**src/hw/rtl/cbc_pkg.sv**
```systemverilog
// types and constants of the cartridge bank controller
package cbc_pkg;

    localparam int ADDR_W     = 16;
    localparam int DATA_W     = 8;
    localparam int PHYS_W     = 23;
    localparam int TARGET_W   = 2;
    localparam int CTYPE_W    = 3;
    localparam int CFG_DATA_W = 3;
    localparam int ROM_BANK_W = 9;
    localparam int RAM_BANK_W = 4;
    localparam int ROM_OFS_W  = 14;
    localparam int RAM_OFS_W  = 13;

    localparam logic [CTYPE_W-1:0] CTRL_NONE = 3'd0;
    localparam logic [CTYPE_W-1:0] CTRL_MBC1 = 3'd1;
    localparam logic [CTYPE_W-1:0] CTRL_MBC2 = 3'd2;
    localparam logic [CTYPE_W-1:0] CTRL_MBC3 = 3'd3;
    localparam logic [CTYPE_W-1:0] CTRL_MBC5 = 3'd4;

    localparam logic CFG_IDX_CTYPE  = 1'b0;
    localparam logic CFG_IDX_RUMBLE = 1'b1;

    localparam logic [TARGET_W-1:0] TGT_ROM  = 2'd0;
    localparam logic [TARGET_W-1:0] TGT_RAM  = 2'd1;
    localparam logic [TARGET_W-1:0] TGT_CTRL = 2'd2;
    localparam logic [TARGET_W-1:0] TGT_NONE = 2'd3;

    localparam logic OP_READ  = 1'b0;
    localparam logic OP_WRITE = 1'b1;

    localparam logic [DATA_W-1:0] MBC3_RAM_LIMIT = 8'h08;
    localparam logic [DATA_W-1:0] MBC3_CLK_LAST  = 8'h0C;

    typedef struct packed {
        logic [DATA_W-1:0]     low_bank;
        logic [DATA_W-1:0]     high_bank;
        logic                  banking_mode;
        logic [ROM_BANK_W-1:0] rom_bank;
        logic [RAM_BANK_W-1:0] ram_bank;
        logic                  rumble_on;
    } t_bank_state;

    typedef struct packed {
        logic [TARGET_W-1:0] target;
        logic [PHYS_W-1:0]   phys_addr;
        logic                rejected;
        logic                rumble;
    } t_result;

endpackage

```
**src/hw/rtl/cbc_xlate.sv**
```systemverilog
// address translation and bank register update for one bus word
module cbc_xlate (
    input  logic [cbc_pkg::CTYPE_W-1:0] i_ctype,
    input  logic                        i_rumble_present,
    input  cbc_pkg::t_bank_state        i_state,
    input  logic                        i_operation,
    input  logic [cbc_pkg::ADDR_W-1:0]  i_address,
    input  logic [cbc_pkg::DATA_W-1:0]  i_write_data,
    output cbc_pkg::t_bank_state        o_state,
    output cbc_pkg::t_result            o_result
);

    logic                       is_ctrl;
    logic                       rejected;
    cbc_pkg::t_bank_state       nxt;
    logic [4:0]                 low5;

    assign is_ctrl = (i_operation == cbc_pkg::OP_WRITE) && !i_address[15];

    always_comb begin
        nxt      = i_state;
        rejected = 1'b0;
        low5     = 5'd0;
        if (is_ctrl) begin
            case (i_ctype)
                cbc_pkg::CTRL_MBC1: begin
                    if (i_address[14:13] != 2'b00) begin
                        case (i_address[14:13])
                            2'b01:   nxt.low_bank = i_write_data;
                            2'b10:   nxt.high_bank = i_write_data;
                            default: nxt.banking_mode = i_write_data[0];
                        endcase
                        low5 = nxt.low_bank[4:0];
                        nxt.rom_bank = {2'b00, nxt.high_bank[1:0],
                                        (low5 == 5'd0) ? 5'd1 : low5};
                        nxt.ram_bank = nxt.banking_mode ? {2'b00, nxt.high_bank[1:0]}
                                                        : 4'd0;
                    end
                end
                cbc_pkg::CTRL_MBC2: begin
                    if (i_address[14]) begin
                        rejected = 1'b1;
                    end else if (i_address[8]) begin
                        nxt.rom_bank = (i_write_data[3:0] == 4'd0) ? 9'd1
                                       : {5'b0, i_write_data[3:0]};
                    end
                end
                cbc_pkg::CTRL_MBC3: begin
                    case (i_address[14:13])
                        2'b01: begin
                            nxt.rom_bank = (i_write_data[6:0] == 7'd0) ? 9'd1
                                           : {2'b00, i_write_data[6:0]};
                        end
                        2'b10: begin
                            if (i_write_data < cbc_pkg::MBC3_RAM_LIMIT) begin
                                nxt.ram_bank = i_write_data[3:0];
                            end else begin
                                rejected = (i_write_data > cbc_pkg::MBC3_CLK_LAST);
                            end
                        end
                        default: ;
                    endcase
                end
                cbc_pkg::CTRL_MBC5: begin
                    case (i_address[14:13])
                        2'b01: begin
                            if (!i_address[12]) begin
                                nxt.low_bank = i_write_data;
                            end else begin
                                nxt.high_bank = {7'b0, i_write_data[0]};
                            end
                            nxt.rom_bank = {nxt.high_bank[0], nxt.low_bank};
                        end
                        2'b10: begin
                            if (i_rumble_present) begin
                                nxt.ram_bank  = {1'b0, i_write_data[2:0]};
                                nxt.rumble_on = i_write_data[3];
                            end else begin
                                nxt.ram_bank = i_write_data[3:0];
                            end
                        end
                        2'b11:   rejected = 1'b1;
                        default: ;
                    endcase
                end
                default: rejected = 1'b1;
            endcase
        end
    end

    always_comb begin
        o_result.rejected = rejected;
        o_result.rumble   = nxt.rumble_on;
        if (is_ctrl) begin
            o_result.target    = cbc_pkg::TGT_CTRL;
            o_result.phys_addr = {7'b0, i_address};
        end else if (i_address[15:14] == 2'b00) begin
            o_result.target    = cbc_pkg::TGT_ROM;
            o_result.phys_addr = {7'b0, i_address};
        end else if (i_address[15:14] == 2'b01) begin
            o_result.target    = cbc_pkg::TGT_ROM;
            o_result.phys_addr = {i_state.rom_bank, i_address[cbc_pkg::ROM_OFS_W-1:0]};
        end else if (i_address[15:13] == 3'b101) begin
            o_result.target    = cbc_pkg::TGT_RAM;
            o_result.phys_addr = {6'b0, i_state.ram_bank,
                                  i_address[cbc_pkg::RAM_OFS_W-1:0]};
        end else begin
            o_result.target    = cbc_pkg::TGT_NONE;
            o_result.phys_addr = {7'b0, i_address};
        end
    end

    assign o_state = nxt;

endmodule

```
**src/hw/rtl/cartridge_bank_controller_core.sv**
```systemverilog
// cartridge bank controller top level
// a word accepted into the input stage registers its result in the result stage once the output is free
// throughput: one word per cycle while i_stall does not hold the result, bank state updated from the input stage
// bank registers are read and written in that one stage, so back-to-back words
// always see the effect of the word before them
// synchronous reset: control type none, rom bank 1, all other bank state zero
module cartridge_bank_controller_core (
    input  logic                             i_clk,
    input  logic                             i_rst_n,
    input  logic                             i_cfg_we,
    input  logic                             i_cfg_index,
    input  logic [cbc_pkg::CFG_DATA_W-1:0]   i_cfg_data,
    input  logic                             i_valid,
    output logic                             o_stall,
    input  logic                             i_operation,
    input  logic [cbc_pkg::ADDR_W-1:0]       i_address,
    input  logic [cbc_pkg::DATA_W-1:0]       i_write_data,
    output logic                             o_valid,
    input  logic                             i_stall,
    output logic [cbc_pkg::TARGET_W-1:0]     o_target,
    output logic [cbc_pkg::PHYS_W-1:0]       o_phys_addr,
    output logic                             o_rejected,
    output logic                             o_rumble
);

    logic [cbc_pkg::CTYPE_W-1:0] r_ctype;
    logic                        r_rumble_present;

    logic                        r_in_valid;
    logic                        r_in_operation;
    logic [cbc_pkg::ADDR_W-1:0]  r_in_address;
    logic [cbc_pkg::DATA_W-1:0]  r_in_write_data;

    cbc_pkg::t_bank_state        r_state;
    cbc_pkg::t_bank_state        n_state;
    cbc_pkg::t_result            n_result;
    cbc_pkg::t_result            r_result;
    logic                        r_out_valid;

    logic                        out_free;
    logic                        advance;
    logic                        accept;

    assign out_free = !r_out_valid || !i_stall;
    assign advance  = r_in_valid && out_free;
    assign o_stall  = r_in_valid && !out_free;
    assign accept   = i_valid && !o_stall;

    always_ff @(posedge i_clk) begin
        if (!i_rst_n) begin
            r_ctype          <= cbc_pkg::CTRL_NONE;
            r_rumble_present <= 1'b0;
        end else if (i_cfg_we) begin
            case (i_cfg_index)
                cbc_pkg::CFG_IDX_CTYPE:  r_ctype <= i_cfg_data;
                cbc_pkg::CFG_IDX_RUMBLE: r_rumble_present <= i_cfg_data[0];
                default: ;
            endcase
        end
    end

    // input stage
    always_ff @(posedge i_clk) begin
        if (!i_rst_n) begin
            r_in_valid <= 1'b0;
        end else if (accept) begin
            r_in_valid <= 1'b1;
        end else if (advance) begin
            r_in_valid <= 1'b0;
        end
    end

    always_ff @(posedge i_clk) begin
        if (accept) begin
            r_in_operation  <= i_operation;
            r_in_address    <= i_address;
            r_in_write_data <= i_write_data;
        end
    end

    cbc_xlate u_xlate (
        .i_ctype          (r_ctype),
        .i_rumble_present (r_rumble_present),
        .i_state          (r_state),
        .i_operation      (r_in_operation),
        .i_address        (r_in_address),
        .i_write_data     (r_in_write_data),
        .o_state          (n_state),
        .o_result         (n_result)
    );

    // bank state
    always_ff @(posedge i_clk) begin
        if (!i_rst_n) begin
            r_state.low_bank     <= '0;
            r_state.high_bank    <= '0;
            r_state.banking_mode <= 1'b0;
            r_state.rom_bank     <= cbc_pkg::ROM_BANK_W'(1);
            r_state.ram_bank     <= '0;
            r_state.rumble_on    <= 1'b0;
        end else if (advance) begin
            r_state <= n_state;
        end
    end

    // result stage
    always_ff @(posedge i_clk) begin
        if (!i_rst_n) begin
            r_out_valid <= 1'b0;
        end else if (advance) begin
            r_out_valid <= 1'b1;
        end else if (!i_stall) begin
            r_out_valid <= 1'b0;
        end
    end

    always_ff @(posedge i_clk) begin
        if (advance) begin
            r_result <= n_result;
        end
    end

    assign o_valid     = r_out_valid;
    assign o_target    = r_result.target;
    assign o_phys_addr = r_result.phys_addr;
    assign o_rejected  = r_result.rejected;
    assign o_rumble    = r_result.rumble;

endmodule

```
**config.mk**
```make
export PLATFORM = sky130hd
export DESIGN_NAME = cartridge_bank_controller_core
export DESIGN_NICKNAME = d
export VERILOG_FILES = /design/src/hw/rtl/cbc_pkg.sv /design/src/hw/rtl/cbc_xlate.sv /design/src/hw/rtl/cartridge_bank_controller_core.sv
export SDC_FILE = /design/constraint.sdc
export NUM_CORES = 1
export LEC_CHECK = 0
export BUFFER_PORTS_ARGS = -buffer_cell sky130_fd_sc_hd__buf_4
export CAP_MARGIN = 30
export CORE_MARGIN = 5
export CORE_UTILIZATION = 60
export DETAILED_ROUTE_END_ITERATION = 7
export GPL_TIMING_DRIVEN = 0
export HOLD_SLACK_MARGIN = 0.06
export PLACE_DENSITY = 0.85
export SLEW_MARGIN = 10
export SYNTH_ARGS = -nofsm -noshare
export SYNTH_HDL_FRONTEND = slang
export SYNTH_SLANG_ARGS = --single-unit
```
**constraint.sdc**
```tcl
create_clock -name i_clk -period 6.05 [get_ports i_clk]
set_input_delay 0.605 -clock i_clk [delete_from_list [all_inputs] [get_ports i_clk]]
set_output_delay 0.605 -clock i_clk [all_outputs]
set_load 0.03 [all_outputs]
```
# Word-level counts from Yosys, hierarchy flattened
# Cells that the tools add are included.
# word_totals
reg_bits	83
inputBits	34
word_cells	118
out_inout_bits	29
# classes
order_cmp	2
n_bitwise	1
reduce_logical	30
n_mux	44
n_eq_ne	20
# op_table
operator	n
$mux W25	3
$mux W8	7
$mux W9	4
$pmux W9 S4	1
$mux W16	2
$pmux W16 S2	1
$mux W30	1
$mux W4	4
$mux W1	15
$pmux W4 S3	1
$reduce_and A6 Y1	2
$mux W5	2
$ne A2 B1 Y1 const B	5
$ne A2 B2 Y1 const B	5
$gt A8 B4 Y1 const B	1
$lt A8 B4 Y1 const B	1
$reduce_and A8 Y1	1
$logic_not A7 Y1	1
$mux W7	1
$reduce_and A7 Y1	1
$eq A3 B2 Y1 const B	2
$eq A3 B3 Y1 const B	2
$reduce_bool A2 Y1	3
$logic_not A1 Y1	5
19 further kinds	26

# Depth between registers and ports, before layout
# Gate-level depths: netlist of the first run.
# depth
word_depth	9
mapped_depth	10
depth_no_buf	7

# Cells and area by module
# Synthesis of the first run repeated with hierarchy kept, for this count alone.
# hier_totals
hier_cells	453
hier_area_um2	4563.1
# modules_own_cells
mod	cells_per_inst	seq_area_each_um2	n_inst	area_each_um2
cartridge_bank_controller_core	211	2302.2	1	2937.8
cbc_xlate	242	0.0	1	1625.3

# Worst setup path after synthesis of the first run
# No wires, ideal clock.
# synth_path
path_kind	input -> register
startpoint	input port i_stall
endpoint	register r_state[13] in the netlist's numbering
n_path_buf	1
t_arrival_ns	2.968
setup_ns	0.116
required_ns	5.934
setup_slack_ns	2.966
stages	6
cell_sequence	a21boi_1 and2_2 o311a_1 buf_6 mux2i_1 nor2b_1
# synth_via
elab_chain_cells	4
# synth_rtl
item	line	rtl
from (decl)	cartridge_bank_controller_core.sv:19	input logic i_stall,
$logic_not A1 Y1	-	
$logic_or A1 B1 Y1	cartridge_bank_controller_core.sv:44	assign out_free = !r_out_valid || !i_stall;
$logic_and A1 B1 Y1	cartridge_bank_controller_core.sv:45	assign advance = r_in_valid && out_free;
$reduce_and A8 Y1 (no line)	-	
to (signal assigned)	cartridge_bank_controller_core.sv:102	r_state <= n_state;
to (decl)	cartridge_bank_controller_core.sv:34	cbc_pkg::t_bank_state r_state;
# Every way passes these cells.
# A chain may end at the register's enable or synchronous reset.

# Worst setup path after layout of the first run
# layout_path
startpoint	register r_in_address[14] in the netlist's numbering
endpoint	register r_state[11] in the netlist's numbering
# layout_via
elab_chain_cells	4
word_cells_on_any_way	11
classes_between	eq/ne: 6; mux: 3; reduce/logical: 2
# layout_rtl
item	line	rtl
from (decl)	cartridge_bank_controller_core.sv:31	logic [cbc_pkg::ADDR_W-1:0] r_in_address;
from (signal assigned)	cartridge_bank_controller_core.sv:76	r_in_address <= i_address;
$eq A2 B2 Y1	cbc_xlate.sv:28	case (i_address[14:13])
$mux W8	cbc_xlate.sv:28	
$mux W30	cbc_xlate.sv:27	if (i_address[14:13] != 2'b00) begin
$pmux W9 S4	cbc_xlate.sv:25	case (i_ctype)
# Parallel ways exist; a longest one is shown, timed or not. The select of a mux whose other input is x is not followed.

==> results.toml, run 1 <==
[floorplanning]
initial_core_util = 0.616
core-area_mm2 = 0.00589
io_pins = 63
die_h_um = 87.8
die_x_um = 87.8
rows = 28
dieArea_mm2 = 0.00770

[cells_and_area]
layout-drive-gt1-share = 0.307
areaGrowthSynthToFinish_pct = 22.0
fin_cells = 437
multiInputGateArea_mm2 = 0.00129
fin_area_mm2 = 0.00443
n_antenna_cell = 0
fillers = 385
register_area_mm2 = 0.00218
nets = 395

[grt]
grt_pass1_vias = 2670
antenna_found_initial = 0
grt_max_degree = 27
grt_first_pass_wirelength_um = 13300
track_usage = 0.229
overflow = 0

[synthesis]
syn_area_mm2 = 0.00363
synthAdderAreaFrac = 0.0138
async_flop_share = 0
synthSimpleGateAreaFrac = 0.147
syn_area_per_cell_um2 = 12.9
synth_compound_area_frac = 0.116
synth_edf_count = 52
synthCells = 282
synth_mux_area_frac = 0.0752
yosysWarnings = 0
synth_cell_types = 59
synthXorXnorAreaFrac = 0
ys_seq_area_frac = 0.601
synth-seq-cells = 83
synthFlopType = "edfxtp_1"
syn_nets = 320
synth_top_family_by_area = "simple AND/OR/NAND/NOR gates"

[clock_tree]
cts_tree = "yes"
numCtsBuffers = 9
cts_sinks = 83
htreeDepth = 3
cts_setup_buffers = 0
clock_tree.root_cell = "clkbuf_8"
ctsHoldBuffers = 0
insertion_delay_ps = 350
cts-resized-gates = 0
clockBufferDepth = 2
clkTransAtPathRegs_ps = 90

[power_and_ir_drop]
peakVddDrop_uv = 203
power_density_mw_per_mm2 = 253
cellLeakagePower_nw = 1.76

[setup_path]
crit_type = "reg2reg"
crit_path_top_delay_cell = "edfxtp_1"
path_cells = "inv_1, ha_1, clkbuf_8, inv_1, a21oi_1, o311a_1, buf_6, buf_12, o21ai_2, a21oi_2"
critPathMaxFanout = 10
cpMostUsedCell = "inv_1"
start_kind = "flop"
max_stage_delay_ps = 520
required_ps = 6290
cp-end-kind = "flop"
worst-endpoint-arrival_ps = 2410

[routing]
wl_met1_um = 3260
top_layer_used = "met4"
wirelength_um = 8210
wl_met2_um = 4080
via_count = 2558
first_pass_iters = 5
postRouteAntennaNets = 0
dr_wl_met3_um = 658
drcViolationCount = 0
drt_iter0_markers = 211
vias_per_cell = 5.85
wire_per_inst_um = 18.8

[timing]
slew_violations = 0
slew_headroom = 0.558
timing.final.crit_share = 0.359
setup_violations = 0
finalHoldViolCount = 0
tightest_slew_ps = 660
fmax_mhz = 461
fin_skew_ps = 8.38
min_period_ps = 2170
rsz0062_at_grt = "no"
tns_ps = 0

[outcome]
status = "finished, final reports clean"

[placement]
dp_hpwl_um = 6040
dp_cells = 421
io_buffers = 62
gp_congestion = 0.894
post_dp_cell_area_mm2 = 0.00425

[hold_path]
hp-class = "in2reg"

[run]
drv_cap = 0
-- layer usage --
layer  global-route usage  vias up
met1                0.286     1211
met2                0.375      130
met5                    0        -
li1                     -     1195
met3               0.0480       22
met4                0.117        0
-- final timing paths --
check | from | end | slack, ps | cells past startpoint
worst max-delay path | r_in_address[14] | r_state[11] | 3880 | 10
worst min-delay path | i_address[4] | r_in_address[4] | 420 | 1
worst max register to register | r_in_address[14] | r_state[11] | 3880 | 10
worst min register to register | r_in_address[3] | o_phys_addr[3] | 420 | 0
-- through the flow --
step | total power, mW | worst slack [ps] | utilization | hold slack, ps
3_3_place_gp | 0.764 | 2010 | 0.712 | 401
6_report | 1.12 | 3880 | 0.752 | 420
3_5_place_dp | 0.772 | 3890 | 0.722 | 406
5_1_grt | 1.16 | 3820 | 0.752 | 403
2_1_floorplan | 0.717 | 2970 | - | 400
4_1_cts | 1.12 | 3920 | 0.752 | 407
-- critical path: cells and delay by family (launching register included) --
| kind | cells | cell delay [ps] |
|---|---|---|
| buffers and inverters | 5 | 720 |
| AOI/OAI and AO/OA | 4 | 590 |
| adders and majority gates | 1 | 220 |
| DFF | 1 | 520 |
-- cell usage in the layout, fill, tap and decap left out, types with 7 or more instances in the layout --
cell,Yosys,routed
nor2b_1,22,21
clkbuf_8,4,13
clkbuf_1,6,7
nor2_1,13,13
a21oi_1,10,10
and2_1,7,7
buf_4,1,63
o21ai_0,9,9
dfxtp_1,31,31
nand2_1,12,12
edfxtp_1,52,52
mux2i_1,25,25
-- synthesized netlist by cell type (all sizes together), types with 5 or more instances --
master,n,share of area
inv,5,0.0052
nand2,12,0.012
dfxtp,31,0.17
edfxtp,52,0.43
o21ai,12,0.020
mux2i,25,0.069
buf,6,0.020
and2,11,0.020
clkbuf,10,0.021
nand3,5,0.0069
nor2,16,0.019
nor2b,22,0.038
a21oi,13,0.021
-- logic make-up after synthesis --
group           Yosys count
buf+inv                  21
mux                      27
compound gates           56
simple gates             91
fa+ha+maj                 4
flops                    83
-- area by class of cell --
cell class	count	area share
plain buffers	16	0.0339
repair buffers	64	0.116
multi-input cells	178	0.292
clock buffers	10	0.0288
inverters	5	0.00424
flip-flops and latches	83	0.493
clock inverters	6	0.0113
well taps	75	0.0212
-- state kept, by name, summed over array words and instances (netlist names) --
register and cells:
r_state 25, o_rejected 1, o_valid 1, o_rumble 1
r_in_valid 1, r_in_address 16, r_in_write_data 8, r_ctype 3
o_phys_addr 23, r_in_operation 1, r_rumble_present 1, o_target 2
-- where the power goes --
part           internal [mW]  switching [mW]  total [mW]
combinational         0.0533          0.0688       0.122
clock                  0.153           0.206       0.359
sequential             0.624          0.0134       0.637
total                  0.830           0.288        1.12
Power figures use the tool's default switching activity.
==> run 2, diff against run 1 <==
- CORE_UTILIZATION: 60 -> 55
- PLACE_DENSITY: 0.85 -> 0.79
- clock period: 6.05 -> 2.2 ns (I/O delays scaled with it)
==> results.toml, run 2 (synthesis results as in run 1) <==
[cells_and_area]
post-route-util = 0.739
areaGrowthSynthToFinish_pct = 30.0
n_antenna_cell = 0
regMostFlops = "r_state"
register_area_mm2 = 0.00218
final_common_cell = "buf_4"
multiInputGateArea_mm2 = 0.00131
fillers = 428
final_cell_mix = "buf_4 (64), edfxtp_1 (52), dfxtp_1 (31)"
largest_register_ffs = 25
nets = 421
layout-drive-gt1-share = 0.291

[outcome]
status = "finished, final reports clean"

[floorplanning]
dieArea_mm2 = 0.00832
initial_core_util = 0.568
rows = 29
die_x_um = 91.2
core-area_mm2 = 0.00639
die_h_um = 91.2
io_pins = 63

[grt]
grt_pass1_vias = 2559
use_met2 = 0.325
antenna_found_initial = 0
gr-usage-met1 = 0.265
grt_first_pass_wirelength_um = 13200
grt.busiest_layer = "met2"
track_usage = 0.200
overflow = 0
use_met3 = 0.0446
grt_max_degree = 26

[placement]
io_buffers = 62
gp_congestion = 0.951
dp_slack_ps = -6.22
dp_hpwl_um = 5300

[routing]
wirelength_um = 8090
postRouteAntennaNets = 0
vias_per_cell = 5.67
via_count = 2635
drcViolationCount = 0
drt_iter0_markers = 218
wire_per_inst_um = 17.4
first_pass_iters = 5

[power_and_ir_drop]
peakVddDrop_uv = 623
cellLeakagePower_nw = 1.90
power_density_mw_per_mm2 = 711

[setup_path]
rr_startpoint = "r_in_address[13]"
start_kind = "flop"
worst-endpoint-arrival_ps = 2350
critPathMaxFanout = 7
crit_path_start = "r_in_address[13]"
crit_type = "reg2reg"
cp-end-kind = "flop"
required_ps = 2440

[timing]
slew_headroom = 0.500
fmax_mhz = 474
finalHoldViolCount = 0
timing.final.crit_share = 0.960
rsz0062_at_grt = "no"
finalWorstSetupSlack_ps = 88.8
min_period_ps = 2110
setup_violations = 0
slew_violations = 0
fin_skew_ps = 8.99
timing.hold.ws_ps = 99.6
tightest_slew_ps = 748

[clock_tree]
insertion_delay_ps = 360
numCtsBuffers = 9
htreeDepth = 3
clkTransAtPathRegs_ps = 90
clockBufferDepth = 2
clock_tree.root_cell = "clkbuf_8"
cts_sinks = 83
cts_tree = "yes"

[hold_path]
hp-class = "in2reg"
min-delay-start = "i_valid"

[run]
drv_cap = 0
-- run 2: cell count changes in the layout (fill, tap and decap cells not counted), sizes merged --
cell	change
inv	+2
bufinv	+2
dlygate4sd3	+25
clkinvlp	-3
a21boi	+1
clkbuf	-1
-- run 2: timing repair --
item / 4_1_cts / 5_1_grt
pin swaps: 1 / 0
gates cloned: 1 / 0
hold endpoints to repair: 25 / 0
hold buffers: 25 / 0
buffers inserted: 0 / 1
resized for setup: 0 / 0
endpoints found under the setup margin: 13 / 1
-- run 2: stage by stage --
step	instance area, um^2	power, mW	instances	TNS [ps]
6_report	4720	3.35	465	0
5_1_grt	4720	3.47	465	0
4_1_cts	4700	3.36	463	0
3_5_place_dp	4210	2.11	421	-25.7
3_3_place_gp	4200	2.10	421	0
2_1_floorplan	3640	1.97	282	0
-- run 2: final cells by class --
class                      count  area share
buffer                        16      0.0318
inverter                       5     0.00398
sequential                    83       0.462
multi-input combinational    179       0.277
clock buffer                   9      0.0263
tap                           77      0.0204
clock inverter                 7      0.0223
timing repair buffer          89       0.156
-- run 2: path summary, 6_finish.rpt --
path	endpoint	slack [ps]	cells after the start
hold reg to reg	o_phys_addr[4]	430	0
setup reg to reg	r_state[11]	90	7
setup / recovery	r_state[11]	90	7
hold / removal	r_in_valid	100	2
-- run 2: where the power goes --
part	internal, mW	switching (mW)	total (mW)
Sequential	1.72	0.0354	1.75
Combinational	0.171	0.196	0.368
Clock	0.659	0.577	1.24
Total	2.55	0.809	3.35
-- run 2: worst max-delay path, stage by stage (launching register included) --
cell      delay (ps)
edfxtp_1         460
inv_1            120
ha_1             140
clkbuf_1         320
mux2i_1          300
nor2_1           110
a222oi_1         440
a21oi_2          100
-- run 2: layer usage --
| layer | vias to the layer above | wire length, um |
|---|---|---|
| met5 | - | 0 |
| met1 | 1271 | 3430 |
| met2 | 103 | 4050 |
| met4 | 0 | 130 |
| li1 | 1245 | - |
| met3 | 16 | 479 |
